--- src/design/csd_pkg.sv ---
// Package for the cyclic slot task dispatcher.
// Holds the beat types, codes, command and status structs shared by all modules.
// Depends on nothing.
`default_nettype none

package csd_pkg;

	localparam int NUM_SLOTS_DEF      = 16;
	localparam int TASKS_PER_SLOT_DEF = 8;

	localparam logic OP_CREATE = 1'b0;
	localparam logic OP_TICK   = 1'b1;

	localparam logic KIND_CREATE   = 1'b0;
	localparam logic KIND_DISPATCH = 1'b1;

	localparam logic [1:0] ST_OK          = 2'd0;
	localparam logic [1:0] ST_ZERO_PERIOD = 2'd1;
	localparam logic [1:0] ST_SLOT_FULL   = 2'd2;

	typedef struct packed {
		logic       opcode;
		logic [7:0] task_id;
		logic [7:0] priority_req;
		logic [7:0] period;
	} in_beat_t;

	typedef struct packed {
		logic       kind;
		logic [1:0] status;
		logic       task_valid;
		logic [7:0] dispatched_id;
		logic [3:0] slot_index;
		logic       last;
	} out_beat_t;

	typedef struct packed {
		logic [7:0] id;
		logic [7:0] prio;
	} entry_t;

	typedef enum logic [1:0] {
		EMIT_NONE,
		EMIT_STATUS,
		EMIT_TASK,
		EMIT_EMPTY
	} emit_t;

	typedef enum logic [3:0] {
		S_IDLE,
		S_DECODE,
		S_CHECK,
		S_INS_START,
		S_INS_CMP,
		S_INS_WRITE,
		S_EMIT_STATUS,
		S_TICK_RD,
		S_TICK_EMIT,
		S_EMIT_EMPTY
	} state_t;

	typedef struct packed {
		logic       load_in;
		logic       step_s;
		logic       clr_s;
		logic       set_status;
		logic [1:0] status;
		logic       load_k;
		logic       shift;
		logic       ins_write;
		logic       tick_read;
		emit_t      emit;
	} ctrl_cmd_t;

	typedef struct packed {
		logic is_tick;
		logic period_zero;
		logic slot_done;
		logic slot_full;
		logic cnt_zero;
		logic k_one;
		logic less;
		logic out_free;
		logic tick_empty;
		logic tick_last;
	} dp_stat_t;

endpackage

`default_nettype wire

--- src/design/cyclic_slot_task_dispatcher.sv ---
// Top level of the cyclic slot task dispatcher.
// Joins csd_ctrl and csd_datapath; uses csd_pkg.
//
// The block takes one input beat at a time and answers through a registered
// output beat. A tick passes through decode and then, for each dispatched task,
// a table read followed by an output load, or a single output load for an empty
// slot, and is held by any output stall. A create passes through decode and, for
// a zero period, then loads its status. Otherwise it steps through each chosen
// slot in the fullness check, then for each chosen slot starts the insert,
// compares table entries with the new priority one at a time, shifting each
// lower one up, and writes; then it ends the walk and loads the status. The walk
// reads one table entry per cycle. The next input beat is taken in the cycle
// after the previous result has been loaded into the output register.
`default_nettype none

module cyclic_slot_task_dispatcher #(
	parameter int NUM_SLOTS      = csd_pkg::NUM_SLOTS_DEF,
	parameter int TASKS_PER_SLOT = csd_pkg::TASKS_PER_SLOT_DEF
) (
	input  wire logic                clk,
	input  wire logic                arst_n,
	input  wire logic                in_valid,
	output logic                     in_ready,
	input  wire csd_pkg::in_beat_t   in_data,
	output logic                     out_valid,
	input  wire logic                out_ready,
	output csd_pkg::out_beat_t       out_data
);

	csd_pkg::ctrl_cmd_t cmd;
	csd_pkg::dp_stat_t  stat;

	csd_ctrl u_ctrl (
		.clk      (clk),
		.arst_n   (arst_n),
		.in_valid (in_valid),
		.in_ready (in_ready),
		.stat     (stat),
		.cmd      (cmd)
	);

	csd_datapath #(
		.NUM_SLOTS      (NUM_SLOTS),
		.TASKS_PER_SLOT (TASKS_PER_SLOT)
	) u_datapath (
		.clk       (clk),
		.arst_n    (arst_n),
		.in_data   (in_data),
		.cmd       (cmd),
		.stat      (stat),
		.out_ready (out_ready),
		.out_valid (out_valid),
		.out_data  (out_data)
	);

endmodule

`default_nettype wire

--- src/design/csd_ctrl.sv ---
// Controller state machine of the cyclic slot task dispatcher.
// Sequences create and tick items through the datapath; uses csd_pkg.
`default_nettype none

module csd_ctrl (
	input  wire logic                clk,
	input  wire logic                arst_n,
	input  wire logic                in_valid,
	output logic                     in_ready,
	input  wire csd_pkg::dp_stat_t   stat,
	output csd_pkg::ctrl_cmd_t       cmd
);

	csd_pkg::state_t state_q;
	csd_pkg::state_t state_d;

	always_ff @(posedge clk or negedge arst_n) begin
		if (!arst_n) begin
			state_q <= csd_pkg::S_IDLE;
		end else begin
			state_q <= state_d;
		end
	end

	always_comb begin
		state_d  = state_q;
		in_ready = 1'b0;
		cmd      = '0;
		cmd.emit = csd_pkg::EMIT_NONE;
		case (state_q)
			csd_pkg::S_IDLE: begin
				in_ready = 1'b1;
				if (in_valid) begin
					cmd.load_in = 1'b1;
					state_d     = csd_pkg::S_DECODE;
				end
			end
			csd_pkg::S_DECODE: begin
				if (stat.is_tick) begin
					state_d = stat.tick_empty ? csd_pkg::S_EMIT_EMPTY : csd_pkg::S_TICK_RD;
				end else if (stat.period_zero) begin
					cmd.set_status = 1'b1;
					cmd.status     = csd_pkg::ST_ZERO_PERIOD;
					state_d        = csd_pkg::S_EMIT_STATUS;
				end else begin
					state_d = csd_pkg::S_CHECK;
				end
			end
			csd_pkg::S_CHECK: begin
				if (stat.slot_done) begin
					cmd.clr_s = 1'b1;
					state_d   = csd_pkg::S_INS_START;
				end else if (stat.slot_full) begin
					cmd.set_status = 1'b1;
					cmd.status     = csd_pkg::ST_SLOT_FULL;
					state_d        = csd_pkg::S_EMIT_STATUS;
				end else begin
					cmd.step_s = 1'b1;
				end
			end
			csd_pkg::S_INS_START: begin
				if (stat.slot_done) begin
					cmd.set_status = 1'b1;
					cmd.status     = csd_pkg::ST_OK;
					state_d        = csd_pkg::S_EMIT_STATUS;
				end else begin
					cmd.load_k = 1'b1;
					state_d    = stat.cnt_zero ? csd_pkg::S_INS_WRITE : csd_pkg::S_INS_CMP;
				end
			end
			csd_pkg::S_INS_CMP: begin
				if (stat.less) begin
					cmd.shift = 1'b1;
					if (stat.k_one) begin
						state_d = csd_pkg::S_INS_WRITE;
					end
				end else begin
					state_d = csd_pkg::S_INS_WRITE;
				end
			end
			csd_pkg::S_INS_WRITE: begin
				cmd.ins_write = 1'b1;
				cmd.step_s    = 1'b1;
				state_d       = csd_pkg::S_INS_START;
			end
			csd_pkg::S_EMIT_STATUS: begin
				if (stat.out_free) begin
					cmd.emit = csd_pkg::EMIT_STATUS;
					state_d  = csd_pkg::S_IDLE;
				end
			end
			csd_pkg::S_TICK_RD: begin
				cmd.tick_read = 1'b1;
				state_d       = csd_pkg::S_TICK_EMIT;
			end
			csd_pkg::S_TICK_EMIT: begin
				if (stat.out_free) begin
					cmd.emit = csd_pkg::EMIT_TASK;
					state_d  = stat.tick_last ? csd_pkg::S_IDLE : csd_pkg::S_TICK_RD;
				end
			end
			csd_pkg::S_EMIT_EMPTY: begin
				if (stat.out_free) begin
					cmd.emit = csd_pkg::EMIT_EMPTY;
					state_d  = csd_pkg::S_IDLE;
				end
			end
			default: begin
				state_d = csd_pkg::S_IDLE;
			end
		endcase
	end

endmodule

`default_nettype wire

--- src/design/csd_datapath.sv ---
// Datapath of the cyclic slot task dispatcher: slot table memory, slot counts,
// walk registers and the output register. Uses csd_pkg.
`default_nettype none

module csd_datapath #(
	parameter int NUM_SLOTS      = csd_pkg::NUM_SLOTS_DEF,
	parameter int TASKS_PER_SLOT = csd_pkg::TASKS_PER_SLOT_DEF
) (
	input  wire logic                clk,
	input  wire logic                arst_n,
	input  wire csd_pkg::in_beat_t   in_data,
	input  wire csd_pkg::ctrl_cmd_t  cmd,
	output csd_pkg::dp_stat_t        stat,
	input  wire logic                out_ready,
	output logic                     out_valid,
	output csd_pkg::out_beat_t       out_data
);

	localparam int SW    = (NUM_SLOTS > 1) ? $clog2(NUM_SLOTS) : 1;
	localparam int JW    = (TASKS_PER_SLOT > 1) ? $clog2(TASKS_PER_SLOT) : 1;
	localparam int CW    = $clog2(TASKS_PER_SLOT + 1);
	localparam int SCW   = $clog2(NUM_SLOTS + 256);
	localparam int AW    = SW + JW;
	localparam int DEPTH = NUM_SLOTS * (2 ** JW);

	logic             op_q;
	logic [7:0]       id_q;
	logic [7:0]       prio_q;
	logic [7:0]       period_q;
	logic [SCW-1:0]   s_q;
	logic [CW-1:0]    k_q;
	logic [CW-1:0]    i_q;
	logic [SW-1:0]    cur_q;
	logic [1:0]       status_q;
	logic [CW-1:0]    counts_q [NUM_SLOTS];
	csd_pkg::entry_t  mem [DEPTH];
	csd_pkg::entry_t  rdata_q;
	csd_pkg::out_beat_t out_q;
	logic             out_valid_q;

	logic [SW-1:0]    slot_sel;
	logic [CW-1:0]    cnt_s;
	logic [CW-1:0]    cnt_cur;
	logic             tick_last;
	logic             out_free;
	logic             we;
	logic             re;
	logic [AW-1:0]    waddr;
	logic [AW-1:0]    raddr;
	csd_pkg::entry_t  wdata;
	csd_pkg::out_beat_t out_next;

	assign slot_sel  = s_q[SW-1:0];
	assign cnt_s     = counts_q[slot_sel];
	assign cnt_cur   = counts_q[cur_q];
	assign tick_last = (i_q == cnt_cur - CW'(1));
	assign out_free  = !out_valid_q || out_ready;

	always_comb begin
		stat.is_tick     = (op_q == csd_pkg::OP_TICK);
		stat.period_zero = (period_q == 8'd0);
		stat.slot_done   = (s_q >= SCW'(NUM_SLOTS));
		stat.slot_full   = (cnt_s >= CW'(TASKS_PER_SLOT));
		stat.cnt_zero    = (cnt_s == '0);
		stat.k_one       = (k_q == CW'(1));
		stat.less        = (rdata_q.prio < prio_q);
		stat.out_free    = out_free;
		stat.tick_empty  = (cnt_cur == '0);
		stat.tick_last   = tick_last;
	end

	assign we    = cmd.shift || cmd.ins_write;
	assign waddr = {slot_sel, k_q[JW-1:0]};
	assign wdata = cmd.shift ? rdata_q : csd_pkg::entry_t'({id_q, prio_q});
	assign re    = cmd.load_k || cmd.shift || cmd.tick_read;

	always_comb begin
		if (cmd.tick_read) begin
			raddr = {cur_q, i_q[JW-1:0]};
		end else if (cmd.load_k) begin
			raddr = {slot_sel, JW'(cnt_s - CW'(1))};
		end else begin
			raddr = {slot_sel, JW'(k_q - CW'(2))};
		end
	end

	always_ff @(posedge clk) begin
		if (we) begin
			mem[waddr] <= wdata;
		end
		if (re) begin
			rdata_q <= mem[raddr];
		end
	end

	always_ff @(posedge clk) begin
		if (cmd.load_in) begin
			op_q     <= in_data.opcode;
			id_q     <= in_data.task_id;
			prio_q   <= in_data.priority_req;
			period_q <= in_data.period;
		end
		if (cmd.set_status) begin
			status_q <= cmd.status;
		end
	end

	always_ff @(posedge clk or negedge arst_n) begin
		if (!arst_n) begin
			s_q   <= '0;
			k_q   <= '0;
			i_q   <= '0;
			cur_q <= '0;
			for (int n = 0; n < NUM_SLOTS; n++) begin
				counts_q[n] <= '0;
			end
		end else begin
			if (cmd.load_in || cmd.clr_s) begin
				s_q <= '0;
			end else if (cmd.step_s) begin
				s_q <= s_q + SCW'(period_q);
			end
			if (cmd.load_k) begin
				k_q <= cnt_s;
			end else if (cmd.shift) begin
				k_q <= k_q - CW'(1);
			end
			if (cmd.ins_write) begin
				counts_q[slot_sel] <= cnt_s + CW'(1);
			end
			if (cmd.load_in) begin
				i_q <= '0;
			end else if (cmd.emit == csd_pkg::EMIT_TASK) begin
				i_q <= i_q + CW'(1);
			end
			if ((cmd.emit == csd_pkg::EMIT_EMPTY) ||
			    ((cmd.emit == csd_pkg::EMIT_TASK) && tick_last)) begin
				cur_q <= (cur_q == SW'(NUM_SLOTS - 1)) ? '0 : cur_q + SW'(1);
			end
		end
	end

	always_comb begin
		out_next = '0;
		case (cmd.emit)
			csd_pkg::EMIT_STATUS: begin
				out_next.kind   = csd_pkg::KIND_CREATE;
				out_next.status = status_q;
				out_next.last   = 1'b1;
			end
			csd_pkg::EMIT_TASK: begin
				out_next.kind          = csd_pkg::KIND_DISPATCH;
				out_next.status        = csd_pkg::ST_OK;
				out_next.task_valid    = 1'b1;
				out_next.dispatched_id = rdata_q.id;
				out_next.slot_index    = 4'(cur_q);
				out_next.last          = tick_last;
			end
			csd_pkg::EMIT_EMPTY: begin
				out_next.kind       = csd_pkg::KIND_DISPATCH;
				out_next.status     = csd_pkg::ST_OK;
				out_next.slot_index = 4'(cur_q);
				out_next.last       = 1'b1;
			end
			default: begin
				out_next = '0;
			end
		endcase
	end

	always_ff @(posedge clk or negedge arst_n) begin
		if (!arst_n) begin
			out_valid_q <= 1'b0;
		end else if (cmd.emit != csd_pkg::EMIT_NONE) begin
			out_valid_q <= 1'b1;
		end else if (out_ready) begin
			out_valid_q <= 1'b0;
		end
	end

	always_ff @(posedge clk) begin
		if (cmd.emit != csd_pkg::EMIT_NONE) begin
			out_q <= out_next;
		end
	end

	assign out_valid = out_valid_q;
	assign out_data  = out_q;

endmodule

`default_nettype wire
--- config.mk ---
export PLATFORM = sky130hd
export DESIGN_NAME = cyclic_slot_task_dispatcher
export DESIGN_NICKNAME = d
export VERILOG_FILES = /design/src/design/csd_pkg.sv /design/src/design/cyclic_slot_task_dispatcher.sv /design/src/design/csd_ctrl.sv /design/src/design/csd_datapath.sv
export SDC_FILE = /design/constraint.sdc
export NUM_CORES = 2
export LEC_CHECK = 0
export BUFFER_PORTS_ARGS = -buffer_cell sky130_fd_sc_hd__buf_4
export CORE_MARGIN = 5
export CORE_UTILIZATION = 54
export DETAILED_ROUTE_END_ITERATION = 8
export GPL_ROUTABILITY_DRIVEN = 1
export PLACE_DENSITY = 0.7
export SETUP_SLACK_MARGIN = 0.02
export SLEW_MARGIN = 20
export SYNTH_ARGS = -nofsm -noshare
export SYNTH_HDL_FRONTEND = slang
export SYNTH_SLANG_ARGS = --single-unit
--- constraint.sdc ---
create_clock -name clk -period 11.5 [get_ports clk]
set_clock_uncertainty 0.05 [all_clocks]
set_input_delay 0.575 -clock clk [delete_from_list [all_inputs] [get_ports clk]]
set_output_delay 0.575 -clock clk [all_outputs]
set_load 0.01 [all_outputs]
==> flow_summary.ini <==
[run_status]
status = completed

[critical_path]
crit_type = flip-flop to flip-flop
arrival_ns = 7.34
slowest_delay_ns = 0.94
cp-startpoint = u_datapath.s_q[3]$_DFFE_PN0P_
slowest_stage = o41ai_1
crit_fanout = 61
crit_required_ns = 12.12
cp-end-kind = flip-flop
reg2reg_from = u_datapath.s_q[3]$_DFFE_PN0P_
cp-start-kind = flip-flop
cpMostUsedCell = buf_4
crit_chain = nor2b_1 -> a22oi_1 -> nand2_1 -> inv_1 -> ha_1 -> a311oi_4 -> buf_4 -> buf_4 -> mux4_2 -> o22ai_1 -> o41ai_1 -> o2111a_1

[synth]
seq_area_frac_synth_pct = 77.3
ys_seq_elements = 2198
synth_ff_type = edfxtp_1
syn_inst = 3894
syn-cell-area_mm2 = 0.0848
ys_warn_count = 0
async_reset_ff_share_pct = 4.09
synth.distinct_cells = 57
synth_edf_count = 2108
syn_avg_cell_area_um2 = 21.8
synth_fp_nets = 3950

[clocking]
cts_buffer_depth = 3
cts-buffers-inserted = 210
htree_levels = 4
post_cts_resize_count = 0
cts-root-buf = clkbuf_16
tritoncts = built
cts_sinks = 2198
clk_pin_slew_ns = 0.06
clock_latency_ns = 0.82
post_cts_buffers = 0

[grt]
grt_pass1_vias = 42100
grt_pass1_wl_um = 308000
grt_overflow = 0
grt_use_total_pct = 26.3
grt_max_degree = 115
antenna_found_initial = 0

[hold_path]
hp-start = out_ready
hold_class = input port to flip-flop

[placement]
hpwlAfterDp_um = 126000
dp.cells = 6007
port_buffers = 47
place_congestion = 0.843

[sta]
slew_viol_final = 0
tns_ns = 0
max-slew-margin-rel_pct = 19.5
setup-violations-final = 0
tightest_slew_ns = 1.20
finalCriticalPeriod_ns = 6.72
fin_crit_sh_pct = 58.5
fmax_mhz = 149
hold_viol_final = 0
rsz0062_at_grt = false

[floorplan]
die_w_um = 406
ios = 48
start_util_pct = 54.3
num_rows = 145
die_area_mm2 = 0.165
core_mm2 = 0.156
dieHeight_um = 406

[drt]
totalWireLength_um = 215000
drc = 0
postRouteAntennaNets = 0
routedWlPerCell_um = 33.5
vias = 42700
drt_iter0_drc = 5958
via_per_inst = 6.64
first_pass_iters = 6

[finish]
fillers = 10400
fin_nets = 4244
syn2layout_area_growth_pct = 13.1
fin_cells = 6425
drive_gt1_share_pct = 27.3
diodes = 0

[pwr]
fin_total_pwr_mw = 24.0
power.density_mw_per_mm2 = 251
vdd_drop_max_mv = 0.387
leakage_nw = 30.6

[run]
maxCapViolations = 0
==> cells in the final DEF (no fill, tap or decap), types with 48 or more instances in the layout <==
cell type  instances
clkbuf_16        213
o21ai_0           48
mux4_2           544
edfxtp_1        2108
clkinv_1          56
o22ai_1          256
buf_4            266
nand2_1           84
dfrtp_1           89
nor2_1           183
==> state kept, by name, indices dropped and copies added, names as in the netlist, 2 cells and up <==
| signal | cells |
|---|---|
| u_datapath.k_q | 4 |
| u_datapath.cur_q | 4 |
| u_datapath.counts_q | 64 |
| u_datapath.id_q | 8 |
| u_datapath.prio_q | 8 |
| u_ctrl.state_q | 4 |
| u_datapath.mem | 2048 |
| u_datapath.out_data | 17 |
| u_datapath.rdata_q | 16 |
| u_datapath.period_q | 8 |
| u_datapath.status_q | 2 |
| u_datapath.s_q | 9 |
| u_datapath.i_q | 4 |
==> cell type report <==
cell class              count  area (um^2)  area share (%)
multi-input cells        1457        18300            19.1
repair buffers            298         2380            2.49
inverters                  23         86.3          0.0900
clock buffers             246         5460            5.70
well taps                2058         2570            2.69
flip-flops and latches   2198        65600            68.4
clock inverters           145         1510            1.57
==> report_power, final <==
| group | switching (mW) | internal [mW] |
|---|---|---|
| Clock | 2.95 | 4.03 |
| Sequential | 0.237 | 9.47 |
| Combinational | 4.48 | 2.88 |
==> kinds of logic after synthesis <==
logic type | share of synthesized area (%)
xor gates and xnor gates | 0.227
muxes | 15.1
adders and majority gates | 0.407
AOI/OAI and AO/OA | 3.66
and+or+nand+nor | 1.88
DFF | 77.3
buffers and inverters | 1.40
==> through the flow <==
stage               hold WS, ns  util [%]  instance area (um^2)  setup WS, ns
floorplan                 0.229         -                 84800          3.41
global placement          0.424      56.7                 88500          4.18
detailed placement        0.441      56.7                 88600          4.44
CTS                       0.114      61.4                 95800          4.37
global route              0.171      61.4                 95900          4.56
finish                    0.169      61.4                 95900          4.78
==> per-layer routing <==
layer  vias up  track usage, %  wire length, um
met1     22500            36.6            80600
met4         0            11.0            10000
met3       416            5.15            20700
li1      17100               -                -
met2      2580            41.7           104000
met5         -               0                0
==> worst max-delay path: cells and delay by family, from the launching register on <==
kind	cells	cell delay (ns)
mux	1	0.37
flops	1	0.57
simple gates	2	1.33
buf+inv	3	1.56
fa+ha+maj	1	0.56
compound gates	5	1.99
==> Yosys cell counts, types with 3 or more instances <==
cell         n  area (um^2)
buf_2      123          616
and3_1       4         25.0
or3_1        3         18.8
o31ai_1      3         22.5
o21bai_1     3         22.5
clkbuf_1    63          236
nand2_1     84          315
nor2b_1      5         31.3
mux4_1       7          184
nor2_1     186          698
a21oi_1     37          185
buf_1        4         15.0
nand3_1     20          100
and2_1      17          106
a22oi_1      5         37.5
nor3_1       7         35.0
a21o_1       8         60.1
o211ai_1    13         97.6
o21ai_0     55          275
nor4_1      20          125
buf_4       16          120
mux4_2     544        12300
mux2_2      29          327
xor2_1       8         70.1
mux2i_1      4         40.0
nand3b_1     3         22.5
nand2b_1     6         37.5
xnor2_1     14          123
dfrtp_1     90         2250
ha_1        26          325
edfxtp_1  2108        63300
inv_1       23         86.3
o22ai_1    256         1600
o41ai_1     47          412
o2111a_1    16          180
buf_6       10          113
==> worst paths after layout <==
check / cells after the start / endpoint / slack [ns]
worst max-delay path: 12 / u_datapath.rdata_q[11]$_DFFE_PP_ / 4.78
worst max register to register: 12 / u_datapath.rdata_q[11]$_DFFE_PP_ / 4.78
worst min-delay path: 3 / u_datapath.out_data[0]$_SDFFCE_PN0P_ / 0.17
worst min register to register: 2 / u_datapath.counts_q[15]$_DFFE_PN0P_ / 0.45
min in group asynchronous: 2 / u_datapath.cur_q[2]$_DFFE_PN0P_ / 0.29
max in group asynchronous: 3 / u_datapath.s_q[0]$_DFFE_PN0P_ / 9.93
==> what timing repair did <==
action | 4_1_cts | 5_1_grt
hold buffers | 26 | 0
endpoints found under the hold margin | 58 | 0
endpoints found under the setup margin | 0 | 0
Power figures use the tool's default switching activity.
